`src/design/assert_macros.svh`:
```
// ----------------------------------------------------------------------------
// Assertion macros shared by the design files.
// Each macro expands to one labeled concurrent assertion.
// ----------------------------------------------------------------------------
`ifndef ASSERT_MACROS_SVH
`define ASSERT_MACROS_SVH

// The expression holds at every clock edge out of reset.
`define ASSERT_ALWAYS(label, clk, rst_n, expr) \
    label: assert property (@(posedge clk) disable iff (!rst_n) (expr)) \
        else $error("assertion failed");

// The consequent holds in the same cycle as the antecedent.
`define ASSERT_IMPLIES(label, clk, rst_n, ante, cons) \
    label: assert property (@(posedge clk) disable iff (!rst_n) (ante) |-> (cons)) \
        else $error("assertion failed");

// The consequent holds in the cycle after the antecedent.
`define ASSERT_NEXT(label, clk, rst_n, ante, cons) \
    label: assert property (@(posedge clk) disable iff (!rst_n) (ante) |=> (cons)) \
        else $error("assertion failed");

`endif

```
`src/design/drt_pkg.sv`:
```
// ----------------------------------------------------------------------------
// drt_pkg
// Types, codes and rectangle helpers for the damage rectangle tracker.
// ----------------------------------------------------------------------------
`default_nettype none

package drt_pkg;

    localparam int MAX_RECTS_DEF = 8;
    localparam logic [31:0] AREA_WORST = 32'h7FFF_FFFF;

    localparam logic [11:0] SCREEN_W_RST = 12'd240;
    localparam logic [11:0] SCREEN_H_RST = 12'd240;
    localparam logic [19:0] STRIP_RST    = 20'd9600;
    localparam int DIV_STEPS = 20;

    // Action codes of an input item.
    typedef enum logic [2:0] {
        ACT_ADD   = 3'd0,
        ACT_ALL   = 3'd1,
        ACT_BEGIN = 3'd2,
        ACT_NEXT  = 3'd3,
        ACT_END   = 3'd4
    } action_t;

    // Register indexes on the configuration port.
    typedef enum logic [1:0] {
        REG_WIDTH  = 2'd0,
        REG_HEIGHT = 2'd1,
        REG_STRIP  = 2'd2
    } reg_idx_t;

    // One stored rectangle, always clipped to a screen of at most 4095 pixels.
    typedef struct packed {
        logic [11:0] x;
        logic [11:0] y;
        logic [12:0] w;
        logic [12:0] h;
    } rect_t;

    // True when the two rectangles overlap.
    function automatic logic rect_touch(rect_t a, rect_t b);
        logic [13:0] ax2;
        logic [13:0] ay2;
        logic [13:0] bx2;
        logic [13:0] by2;
        ax2 = {2'b00, a.x} + {1'b0, a.w};
        ay2 = {2'b00, a.y} + {1'b0, a.h};
        bx2 = {2'b00, b.x} + {1'b0, b.w};
        by2 = {2'b00, b.y} + {1'b0, b.h};
        return ({2'b00, a.x} < bx2) && ({2'b00, b.x} < ax2) &&
               ({2'b00, a.y} < by2) && ({2'b00, b.y} < ay2);
    endfunction

    // Bounding box of the two rectangles.
    function automatic rect_t rect_join(rect_t a, rect_t b);
        logic [13:0] ax2;
        logic [13:0] ay2;
        logic [13:0] bx2;
        logic [13:0] by2;
        logic [13:0] x2;
        logic [13:0] y2;
        rect_t u;
        ax2 = {2'b00, a.x} + {1'b0, a.w};
        ay2 = {2'b00, a.y} + {1'b0, a.h};
        bx2 = {2'b00, b.x} + {1'b0, b.w};
        by2 = {2'b00, b.y} + {1'b0, b.h};
        x2 = (ax2 > bx2) ? ax2 : bx2;
        y2 = (ay2 > by2) ? ay2 : by2;
        u.x = (a.x < b.x) ? a.x : b.x;
        u.y = (a.y < b.y) ? a.y : b.y;
        u.w = 13'(x2 - {2'b00, u.x});
        u.h = 13'(y2 - {2'b00, u.y});
        return u;
    endfunction

endpackage

`default_nettype wire

```
`src/design/damage_rect_tracker_band_slicer.sv`:
```
// ----------------------------------------------------------------------------
// damage_rect_tracker_band_slicer
// Bounded damage rectangle list with frame coalescing and band slicing.
// ----------------------------------------------------------------------------
// Each item is worked on alone and the input is stalled until its result is
// in the output register. Add-all, end and ignored items go straight to the
// output register. An add scans for the first overlapping entry and merges
// into it; with none it appends, or, when the list is full, merges into the
// entry of least growth; one shared 13x13 multiplier forms the two areas of
// each entry. Begin walks all entry pairs, and after each merge moves the
// last entry into the hole and restarts the walk. A next band checks for the
// next rectangle with rows left, skipping exhausted ones, then runs a 20-step
// restoring divider for strip / width and a finishing step; with no band left
// it returns none.
`default_nettype none

module damage_rect_tracker_band_slicer #(
    parameter int MAX_RECTS = drt_pkg::MAX_RECTS_DEF
) (
    input  wire logic        clk,
    input  wire logic        rst_n,
    // Configuration port
    input  wire logic        psel,
    input  wire logic        penable,
    input  wire logic        pwrite,
    input  wire logic [3:0]  paddr,
    input  wire logic [31:0] pwdata,
    output logic      [31:0] prdata,
    output logic             pready,
    // Input channel
    input  wire logic        in_valid,
    output logic             in_stall,
    input  wire logic [2:0]  action,
    input  wire logic signed [15:0] rect_x,
    input  wire logic signed [15:0] rect_y,
    input  wire logic signed [15:0] rect_w,
    input  wire logic signed [15:0] rect_h,
    // Output channel
    output logic             out_valid,
    input  wire logic        out_stall,
    output logic             band_valid,
    output logic      [11:0] band_x,
    output logic      [11:0] band_y,
    output logic      [12:0] band_w,
    output logic      [12:0] band_h,
    output logic             frame_open
);

    localparam int IW = (MAX_RECTS > 1) ? $clog2(MAX_RECTS) : 1;
    localparam int CW = $clog2(MAX_RECTS + 1);
    localparam int DW = $clog2(drt_pkg::DIV_STEPS + 1);

    typedef enum logic [3:0] {
        S_IDLE, S_ADD_SCAN, S_COST_A, S_COST_B, S_M_LOAD, S_M_SCAN, S_M_MOVE,
        S_B_CHECK, S_B_DIV, S_B_FIN, S_DONE
    } state_t;

    state_t          state_reg, state_next;
    logic [CW-1:0]   cnt_reg, cnt_next;
    logic            open_reg, open_next;
    logic [CW-1:0]   walk_reg, walk_next;
    logic [12:0]     off_reg, off_next;
    logic [CW-1:0]   i_reg, i_next;
    logic [CW-1:0]   j_reg, j_next;
    logic [IW-1:0]   best_reg, best_next;
    logic [31:0]     cost_reg, cost_next;
    logic [25:0]     area_reg, area_next;
    drt_pkg::rect_t  hold_reg, hold_next;
    drt_pkg::rect_t  cand_reg, cand_next;
    logic [19:0]     quo_reg, quo_next;
    logic [12:0]     rem_reg, rem_next;
    logic [DW-1:0]   dcnt_reg, dcnt_next;
    logic            res_valid_reg, res_valid_next;
    drt_pkg::rect_t  res_reg, res_next;
    logic            out_valid_reg, out_valid_next;
    logic            band_valid_reg, band_valid_next;
    drt_pkg::rect_t  band_reg, band_next;
    logic            fopen_reg, fopen_next;
    logic [11:0]     sw_reg;
    logic [11:0]     sh_reg;
    logic [19:0]     strip_reg;

    drt_pkg::rect_t  rect_table [MAX_RECTS];
    logic [IW-1:0]   rd_addr;
    drt_pkg::rect_t  rd_data;
    logic            tbl_we;
    logic [IW-1:0]   tbl_wa;
    drt_pkg::rect_t  tbl_wd;

    logic [12:0]     mul_a;
    logic [12:0]     mul_b;
    logic [25:0]     mul_p;

    logic            accept;
    logic            cfg_wr;
    logic            clip_ok;
    drt_pkg::rect_t  clip_rect;
    drt_pkg::rect_t  rd_join_cand;
    logic [25:0]     cost_cur;
    logic [13:0]     rem_sh;
    logic [19:0]     rows_q;
    logic [12:0]     rows_left;
    logic [12:0]     rows;

    // Configuration registers.
    assign pready = 1'b1;
    assign cfg_wr = psel && penable && pwrite && pready;

    always_ff @(posedge clk or negedge rst_n)
    begin
        if (!rst_n)
        begin
            sw_reg    <= drt_pkg::SCREEN_W_RST;
            sh_reg    <= drt_pkg::SCREEN_H_RST;
            strip_reg <= drt_pkg::STRIP_RST;
        end
        else if (cfg_wr)
        begin
            unique case (paddr[3:2])
                drt_pkg::REG_WIDTH:  sw_reg    <= pwdata[11:0];
                drt_pkg::REG_HEIGHT: sh_reg    <= pwdata[11:0];
                drt_pkg::REG_STRIP:  strip_reg <= pwdata[19:0];
                default: ;
            endcase
        end
    end

    always_comb
    begin
        unique case (paddr[3:2])
            drt_pkg::REG_WIDTH:  prdata = {20'd0, sw_reg};
            drt_pkg::REG_HEIGHT: prdata = {20'd0, sh_reg};
            drt_pkg::REG_STRIP:  prdata = {12'd0, strip_reg};
            default:             prdata = 32'd0;
        endcase
    end

    // Rectangle table, one read and one write address per cycle.
    assign rd_data = rect_table[rd_addr];

    always_ff @(posedge clk)
    begin
        if (tbl_we)
        begin
            rect_table[tbl_wa] <= tbl_wd;
        end
    end

    // Clip the incoming rectangle against the screen.
    always_comb
    begin
        logic signed [17:0] x2;
        logic signed [17:0] y2;
        logic signed [17:0] cx;
        logic signed [17:0] cy;
        logic signed [17:0] cw;
        logic signed [17:0] ch;
        x2 = 18'(rect_x) + 18'(rect_w);
        y2 = 18'(rect_y) + 18'(rect_h);
        if (x2 > $signed({6'd0, sw_reg}))
        begin
            x2 = $signed({6'd0, sw_reg});
        end
        if (y2 > $signed({6'd0, sh_reg}))
        begin
            y2 = $signed({6'd0, sh_reg});
        end
        cx = (rect_x < 0) ? 18'sd0 : 18'(rect_x);
        cy = (rect_y < 0) ? 18'sd0 : 18'(rect_y);
        cw = x2 - cx;
        ch = y2 - cy;
        clip_ok = (rect_w > 0) && (rect_h > 0) && (cw > 0) && (ch > 0);
        clip_rect.x = cx[11:0];
        clip_rect.y = cy[11:0];
        clip_rect.w = cw[12:0];
        clip_rect.h = ch[12:0];
    end

    // Shared multiplier for the area comparison.
    assign mul_p = 26'(mul_a) * 26'(mul_b);

    assign rd_join_cand = drt_pkg::rect_join(rd_data, cand_reg);
    assign cost_cur     = area_reg - mul_p;

    // Divider step and band row count.
    assign rem_sh    = {rem_reg, quo_reg[19]};
    assign rows_q    = (quo_reg == 20'd0) ? 20'd1 : quo_reg;
    assign rows_left = rd_data.h - off_reg;
    assign rows      = (rows_q > {7'd0, rows_left}) ? rows_left : rows_q[12:0];

    assign in_stall = (state_reg != S_IDLE);
    assign accept   = in_valid && !in_stall;

    // Sequencer.
    always_comb
    begin
        state_next      = state_reg;
        cnt_next        = cnt_reg;
        open_next       = open_reg;
        walk_next       = walk_reg;
        off_next        = off_reg;
        i_next          = i_reg;
        j_next          = j_reg;
        best_next       = best_reg;
        cost_next       = cost_reg;
        area_next       = area_reg;
        hold_next       = hold_reg;
        cand_next       = cand_reg;
        quo_next        = quo_reg;
        rem_next        = rem_reg;
        dcnt_next       = dcnt_reg;
        res_valid_next  = res_valid_reg;
        res_next        = res_reg;
        out_valid_next  = out_valid_reg && out_stall;
        band_valid_next = band_valid_reg;
        band_next       = band_reg;
        fopen_next      = fopen_reg;
        rd_addr         = i_reg[IW-1:0];
        tbl_we          = 1'b0;
        tbl_wa          = i_reg[IW-1:0];
        tbl_wd          = rd_data;
        mul_a           = rd_join_cand.w;
        mul_b           = rd_join_cand.h;

        unique case (state_reg)
            S_IDLE:
            begin
                if (accept)
                begin
                    res_valid_next = 1'b0;
                    res_next       = '0;
                    i_next         = '0;
                    state_next     = S_DONE;
                    case (action)
                        drt_pkg::ACT_ADD:
                        begin
                            if (!open_reg && clip_ok)
                            begin
                                cand_next  = clip_rect;
                                state_next = S_ADD_SCAN;
                            end
                        end
                        drt_pkg::ACT_ALL:
                        begin
                            if (!open_reg)
                            begin
                                tbl_we   = 1'b1;
                                tbl_wa   = '0;
                                tbl_wd   = {12'd0, 12'd0, 1'b0, sw_reg, 1'b0, sh_reg};
                                cnt_next = CW'(1);
                            end
                        end
                        drt_pkg::ACT_BEGIN:
                        begin
                            if (!open_reg)
                            begin
                                state_next = S_M_LOAD;
                            end
                        end
                        drt_pkg::ACT_NEXT:
                        begin
                            if (open_reg)
                            begin
                                state_next = S_B_CHECK;
                            end
                        end
                        drt_pkg::ACT_END:
                        begin
                            if (open_reg)
                            begin
                                cnt_next  = '0;
                                open_next = 1'b0;
                            end
                        end
                        default: ;
                    endcase
                end
            end

            // Look for the first entry that overlaps the new rectangle.
            S_ADD_SCAN:
            begin
                if (i_reg == cnt_reg)
                begin
                    if (cnt_reg < CW'(MAX_RECTS))
                    begin
                        tbl_we     = 1'b1;
                        tbl_wa     = cnt_reg[IW-1:0];
                        tbl_wd     = cand_reg;
                        cnt_next   = cnt_reg + CW'(1);
                        state_next = S_DONE;
                    end
                    else
                    begin
                        i_next     = '0;
                        best_next  = '0;
                        cost_next  = drt_pkg::AREA_WORST;
                        state_next = S_COST_A;
                    end
                end
                else if (drt_pkg::rect_touch(rd_data, cand_reg))
                begin
                    tbl_we     = 1'b1;
                    tbl_wd     = rd_join_cand;
                    state_next = S_DONE;
                end
                else
                begin
                    i_next = i_reg + CW'(1);
                end
            end

            // Union area of entry i, or the final merge into the best entry.
            S_COST_A:
            begin
                if (i_reg == CW'(MAX_RECTS))
                begin
                    rd_addr    = best_reg;
                    tbl_we     = 1'b1;
                    tbl_wa     = best_reg;
                    tbl_wd     = rd_join_cand;
                    state_next = S_DONE;
                end
                else
                begin
                    area_next  = mul_p;
                    state_next = S_COST_B;
                end
            end

            // Growth of entry i; keep the first smallest.
            S_COST_B:
            begin
                mul_a = rd_data.w;
                mul_b = rd_data.h;
                if ({6'd0, cost_cur} < cost_reg)
                begin
                    cost_next = {6'd0, cost_cur};
                    best_next = i_reg[IW-1:0];
                end
                i_next     = i_reg + CW'(1);
                state_next = S_COST_A;
            end

            // Coalescing: hold entry i and scan the later ones.
            S_M_LOAD:
            begin
                if ({1'b0, i_reg} + (CW+1)'(1) >= {1'b0, cnt_reg})
                begin
                    walk_next  = '0;
                    off_next   = '0;
                    open_next  = 1'b1;
                    state_next = S_DONE;
                end
                else
                begin
                    hold_next  = rd_data;
                    j_next     = i_reg + CW'(1);
                    state_next = S_M_SCAN;
                end
            end

            S_M_SCAN:
            begin
                rd_addr = j_reg[IW-1:0];
                if (drt_pkg::rect_touch(hold_reg, rd_data))
                begin
                    tbl_we     = 1'b1;
                    tbl_wd     = drt_pkg::rect_join(hold_reg, rd_data);
                    cnt_next   = cnt_reg - CW'(1);
                    state_next = S_M_MOVE;
                end
                else if ({1'b0, j_reg} + (CW+1)'(1) >= {1'b0, cnt_reg})
                begin
                    i_next     = i_reg + CW'(1);
                    state_next = S_M_LOAD;
                end
                else
                begin
                    j_next = j_reg + CW'(1);
                end
            end

            // Move the last entry into the hole and restart the scan.
            S_M_MOVE:
            begin
                rd_addr    = cnt_reg[IW-1:0];
                tbl_we     = 1'b1;
                tbl_wa     = j_reg[IW-1:0];
                tbl_wd     = rd_data;
                i_next     = '0;
                state_next = S_M_LOAD;
            end

            // Find the next rectangle with rows left.
            S_B_CHECK:
            begin
                rd_addr = walk_reg[IW-1:0];
                if (walk_reg >= cnt_reg)
                begin
                    state_next = S_DONE;
                end
                else if (off_reg >= rd_data.h)
                begin
                    walk_next = walk_reg + CW'(1);
                    off_next  = '0;
                end
                else
                begin
                    quo_next   = strip_reg;
                    rem_next   = '0;
                    dcnt_next  = DW'(drt_pkg::DIV_STEPS);
                    state_next = S_B_DIV;
                end
            end

            // One quotient bit per cycle.
            S_B_DIV:
            begin
                rd_addr = walk_reg[IW-1:0];
                if (rem_sh >= {1'b0, rd_data.w})
                begin
                    rem_next = 13'(rem_sh - {1'b0, rd_data.w});
                    quo_next = {quo_reg[18:0], 1'b1};
                end
                else
                begin
                    rem_next = rem_sh[12:0];
                    quo_next = {quo_reg[18:0], 1'b0};
                end
                dcnt_next = dcnt_reg - DW'(1);
                if (dcnt_reg == DW'(1))
                begin
                    state_next = S_B_FIN;
                end
            end

            S_B_FIN:
            begin
                rd_addr        = walk_reg[IW-1:0];
                res_valid_next = 1'b1;
                res_next.x     = rd_data.x;
                res_next.y     = 12'({1'b0, rd_data.y} + off_reg);
                res_next.w     = rd_data.w;
                res_next.h     = rows;
                off_next       = off_reg + rows;
                state_next     = S_DONE;
            end

            // Hand the result to the output register once it is free.
            S_DONE:
            begin
                if (!out_valid_reg || !out_stall)
                begin
                    out_valid_next  = 1'b1;
                    band_valid_next = res_valid_reg;
                    band_next       = res_reg;
                    fopen_next      = open_reg;
                    state_next      = S_IDLE;
                end
            end

            default:
            begin
                state_next = S_IDLE;
            end
        endcase
    end

    always_ff @(posedge clk or negedge rst_n)
    begin
        if (!rst_n)
        begin
            state_reg     <= S_IDLE;
            cnt_reg       <= '0;
            open_reg      <= 1'b0;
            walk_reg      <= '0;
            off_reg       <= '0;
            out_valid_reg <= 1'b0;
        end
        else
        begin
            state_reg     <= state_next;
            cnt_reg       <= cnt_next;
            open_reg      <= open_next;
            walk_reg      <= walk_next;
            off_reg       <= off_next;
            out_valid_reg <= out_valid_next;
        end
    end

    always_ff @(posedge clk)
    begin
        i_reg          <= i_next;
        j_reg          <= j_next;
        best_reg       <= best_next;
        cost_reg       <= cost_next;
        area_reg       <= area_next;
        hold_reg       <= hold_next;
        cand_reg       <= cand_next;
        quo_reg        <= quo_next;
        rem_reg        <= rem_next;
        dcnt_reg       <= dcnt_next;
        res_valid_reg  <= res_valid_next;
        res_reg        <= res_next;
        band_valid_reg <= band_valid_next;
        band_reg       <= band_next;
        fopen_reg      <= fopen_next;
    end

    assign out_valid  = out_valid_reg;
    assign band_valid = band_valid_reg;
    assign band_x     = band_reg.x;
    assign band_y     = band_reg.y;
    assign band_w     = band_reg.w;
    assign band_h     = band_reg.h;
    assign frame_open = fopen_reg;

    // Checks on the sequencer.
    `include "assert_macros.svh"

    `ASSERT_ALWAYS(a_count_bound, clk, rst_n, cnt_reg <= CW'(MAX_RECTS))
    `ASSERT_NEXT(a_accept_busy, clk, rst_n, accept, state_reg != S_IDLE)
    `ASSERT_IMPLIES(a_band_open, clk, rst_n, out_valid_reg && band_valid_reg, fopen_reg)
    `ASSERT_IMPLIES(a_walk_bound, clk, rst_n, state_reg == S_B_FIN, walk_reg < cnt_reg)

endmodule

`default_nettype wire

```
`config.mk`:
```
export PLATFORM = sky130hd
export DESIGN_NAME = damage_rect_tracker_band_slicer
export DESIGN_NICKNAME = d
export VERILOG_FILES = /design/src/design/drt_pkg.sv /design/src/design/damage_rect_tracker_band_slicer.sv
export VERILOG_INCLUDE_DIRS = /design/src /design/src/design
export SDC_FILE = /design/constraint.sdc
export NUM_CORES = 2
export LEC_CHECK = 0
export BUFFER_PORTS_ARGS = -buffer_cell sky130_fd_sc_hd__buf_2
export CORE_UTILIZATION = 27
export DETAILED_ROUTE_END_ITERATION = 7
export PLACE_DENSITY = 0.37
export SYNTH_ARGS = -nofsm -noshare
export SYNTH_HDL_FRONTEND = slang
export SYNTH_SLANG_ARGS = --single-unit
export TNS_END_PERCENT = 20
```
`constraint.sdc`:
```
create_clock -name clk -period 45.1 [get_ports clk]
set_input_delay 9.02 -clock clk [delete_from_list [all_inputs] [get_ports clk]]
set_output_delay 9.02 -clock clk [all_outputs]
set_load 0.05 [all_outputs]
```
# After elaboration in Yosys (flattened, before gate mapping)
# Memories as Yosys holds them, arrays and structs flattened.
# Cells that the tools add are included.
dict set report totals {
  out_inout_bits 87
  in_bits 110
  ramBits 400
  memories 1
  reg_bits 381
}
dict set report op_classes {
  multipliers 1
  n_eq_ne 44
  add_sub_neg 27
  n_reduce_logical 51
  muxes 118
  bitwise_logic 2
  order_cmp 32
}
# name depth word_bits rd rd_clocked_by_memory_dff write_ports line
set memory_table {}
lappend memory_table {rect_table 8 50 1 0 1 damage_rect_tracker_band_slicer.sv:83} ;# drt_pkg::rect_t rect_table [MAX_RECTS];
# cell count
set ops {}
lappend ops {{$mux 50} 9}
lappend ops {{$pmux 50 s4} 1}
lappend ops {{$mux 13} 13}
lappend ops {{$mux 4} 33}
lappend ops {{$lt 12x14->1} 8}
lappend ops {{$pmux 50 s2} 1}
lappend ops {{$mux 32} 3}
lappend ops {{$add 12x13->14} 6}
lappend ops {{$mux 18} 4}
lappend ops {{$pmux 32 s2} 1}
lappend ops {{$mux 20} 3}
lappend ops {{$pmux 20 s3} 1}
lappend ops {{$gt 14x14->1} 4}
lappend ops {{$sub 13x12->13} 4}
lappend ops {{$lt 12x12->1} 4}
lappend ops {{$mux 12} 4}
lappend ops {{$pmux 4 s11} 1}
lappend ops {{$pmux 20 s2} 1}
lappend ops {{$pmux 13 s3} 1}
lappend ops {{$gt 18x1->1 const B} 2}
lappend ops {{$sub 18x18->18} 2}
lappend ops {{$add 16x16->17} 2}
lappend ops {{$gt 17x13->1} 2}
lappend ops {{$gt 16x1->1 const B} 2}
lappend ops {{other kinds (62)} 163}

# Logic depth before layout (Yosys ltp)
# An unclocked memory read counts as a cell.
dict set report logic_depth {
  ltp_word 14
  depth_mapped 85
}

# Worst setup path after synthesis
# Ideal clock, no wire load.
dict set report synth_path {
  path_kind {input-to-output}
  startpoint {in paddr[2]}
  endpoint {out prdata[10]}
  cell_stages 4
  required_time_ns 36.080
  setup_slack_ns 25.111
  n_path_buf 2
  arrival_ns 10.969
  cell_sequence {clkbuf_1 > clkbuf_1 > mux2i_1 > o21ai_0}
}
dict set report synth_between {
  elab_chain_cells 2
  elab_cells_between_ends 4
}
# item line
set synth_lines {}
lappend synth_lines {{from (decl)} damage_rect_tracker_band_slicer.sv:26} ;# input wire logic [3:0] paddr,
lappend synth_lines {{$eq 2x2->1 (tied with other cells)} damage_rect_tracker_band_slicer.sv:130} ;# unique case (paddr[3:2])
lappend synth_lines {{$pmux 20 s3 (*)} damage_rect_tracker_band_slicer.sv:130}
lappend synth_lines {{to (decl)} damage_rect_tracker_band_slicer.sv:28} ;# output logic [31:0] prdata,
# Every way passes the cells marked *; elsewhere a longest branch is shown, timed or not.

==> impl_metrics.yaml <==
logic_synthesis:
  synth_edf_count: 705
  ys.flop_type: "edfxtp_1"
  syn_avg_cell_area_um2: 9.76
  synth_top_area_frac: 0.371
  syn_inst: 5853
  yosysWarnings: 0
  ys_async_sr_fraction: 0.0915
  synthDistinctLibCells: 94
  synth.ff_latch_count: 776
  synth_area_um2: 57100
  ys_seq_area_frac: 0.402
  synth_top_area_cell: "edfxtp_1"
  yosys-top-cells-area: "edfxtp_1, ha_1, nand2_1, fa_1, inv_1"
placement:
  routabilityCongestion: 0.905
  portBuffers: 169
  hpwl_um: 162000
  pre_cts_ws_ps: 23000
worst_setup_path:
  crit_required_ps: 45520
  slowest_stage: "o31ai_4"
  r2r_setup_slack_ps: 23110
  slowest_delay_ps: 880
  arrival_ps: 22420
  rr_endpoint: "best_reg[1]$_SDFFCE_PN0P_"
  end_kind: "flip-flop"
  r2r_cells: 79
  r2r-start: "state_reg[0]$_DFFE_PN0P_"
  worstSetupPathType: "reg2reg"
  crit_fanout: 56
  critPathLaunchType: "flip-flop"
global_routing:
  grtUsageMet3: 0.0250
  grt_max_degree: 109
  grt_pass1_vias: 44500
  grt_pass1_wl_um: 316000
  grt_usage: 0.203
  grt.met2_usage: 0.325
  gr-usage-met1: 0.282
  busiest_layer: "met2"
  grt_overflow_total: 0
  antenna_found_initial: 14
run_status:
  outcome: "finished, final reports clean"
die:
  row_count: 168
  initial_utilization: 0.272
  core_area_um2: 210000
  die_w_um: 462
  dieHeight_um: 462
  die_area_um2: 213000
  io_pins: 197
timing:
  setup_tns_ps: 0
  setup_viol: 0
  fin_crit_ps: 21990
  finalMaxSlewViolations: 0
  period_share: 0.488
  setup_slack_ps: 23110
  hold_violations: 0
  max_slew.worst_pin.slew_ps: 1440
  max_freq_mhz: 45.5
  clock_skew_ps: 30.1
  slew_headroom: 0.0330
  rsz0062_at_grt: "no"
route:
  wl_um: 219000
  drt-wirelength-per-cell_um: 24.4
  via_per_inst: 5.00
  first_pass_iters: 6
  ant_nets: 0
  vias: 44800
  drt-initial-drc-count: 3214
  drc_errors: 0
clock_network:
  cts_max_path_buffers: 3
  cts-htree-levels: 3
  cts.repair.resized: 0
  cts_tree: "yes"
  clk_pin_slew_ps: 60
  cts_root_buf: "clkbuf_16"
  post_cts_buffers: 0
  clkLatencyLatePin_ps: 760
  cts_hold_buffers: 0
  cts_buffers: 97
  cts.sinks: 776
finish:
  area_growth_pct: 14.0
  fillers: 21800
  largest_register_ffs: 400
  nNetsFinal: 6898
  top_register: "rect_table"
  drive_above_1_share: 0.102
worst_hold_path:
  hold_path_depth: 0
  hold-path-endpoint: "band_x[7]$_DFFE_PP_"
  hp-class: "reg2reg"
  min_from: "res_reg[45]$_SDFFCE_PP0P_"
flow_run:
  drv_cap: 0
-- critical path, delay by kind of cell, from the launching register on --
family                     cells  cell delay, ps
and+or+nand+nor               19            4010
DFF                            1             670
xor gates and xnor gates       3             880
adders and majority gates     14            4890
buffers and inverters         13            3240
AOI/OAI and AO/OA             29            7570
muxes                          1             240
-- logic make-up (layout without fill, tap and decap cells) --
group / Yosys count / in the layout / share of synthesized area
AO/OA/AOI/OAI: 1220 / 1220 / 0.138
XOR/XNOR: 232 / 232 / 0.0356
adder cells (fa/ha/maj): 735 / 735 / 0.179
buffers and inverters: 755 / 1028 / 0.0513
flip-flops: 776 / 776 / 0.402
multiplexers: 201 / 201 / 0.0370
other: 2 / 18 / 0.000131
AND/OR/NAND/NOR: 1932 / 1932 / 0.156
-- metrics by stage --
stage	utilization	area, um2	hold slack (ps)	instances
floorplan	-	57200	400	5864
global placement	0.295	62000	401	8762
detailed placement	0.295	62000	406	8762
CTS	0.310	65100	419	8942
global route	0.310	65100	425	8943
finish	0.310	65100	417	8947
-- worst max-delay path by stage --
stage                             start                         to  slack [ps]  cells past startpoint
2_1_floorplan                  paddr[2]                 prdata[10]       25110                      4
3_3_place_gp   state_reg[0]$_DFFE_PN0P_  best_reg[2]$_SDFFCE_PN0P_       23050                     79
3_5_place_dp   state_reg[0]$_DFFE_PN0P_  best_reg[0]$_SDFFCE_PN0P_       23000                     77
4_1_cts        state_reg[0]$_DFFE_PN0P_  best_reg[2]$_SDFFCE_PN0P_       22980                     79
5_1_grt        state_reg[0]$_DFFE_PN0P_  best_reg[2]$_SDFFCE_PN0P_       21490                     79
6_report       state_reg[0]$_DFFE_PN0P_  best_reg[1]$_SDFFCE_PN0P_       23110                     79
-- layout make-up --
type	instances	area, um2	area share
Tap cell	2805	3510	0.0539
Clock buffer	116	2510	0.0385
Inverter	539	2020	0.0311
Timing Repair Buffer	309	1920	0.0295
Antenna cell	5	12.5	0.000192
Sequential cell	776	23000	0.353
Multi-Input combinational cell	4333	31600	0.484
Clock inverter	64	647	0.00993
-- cell usage in the layout (no fill, tap or decap), drive strengths merged, types with 116 or more instances in the layout --
cell type,count
nor2,366
a21oi,258
buf,309
fa,141
ha,591
nand2,769
nand3,242
xnor2,163
edfxtp,705
clkbuf,116
inv,541
mux2i,135
o21ai,362
-- cells in the mapped netlist (133+ instances only) --
cell	instances
nor2_1	366
a21oi_1	258
ha_1	591
clkbuf_1	157
edfxtp_1	705
fa_1	141
o21ai_0	324
xnor2_1	163
nand2_1	769
nand3_1	242
inv_1	534
mux2i_1	133
-- layer usage --
metal  vias up  share of wire
met5         -        0.00013
met3       282          0.046
met4         6          0.032
met1     22000           0.47
met2      1107           0.45
li1      21300              -
Power is not shown: default switching activity piles up to over one toggle a cycle in this logic, so the estimate is an artifact.
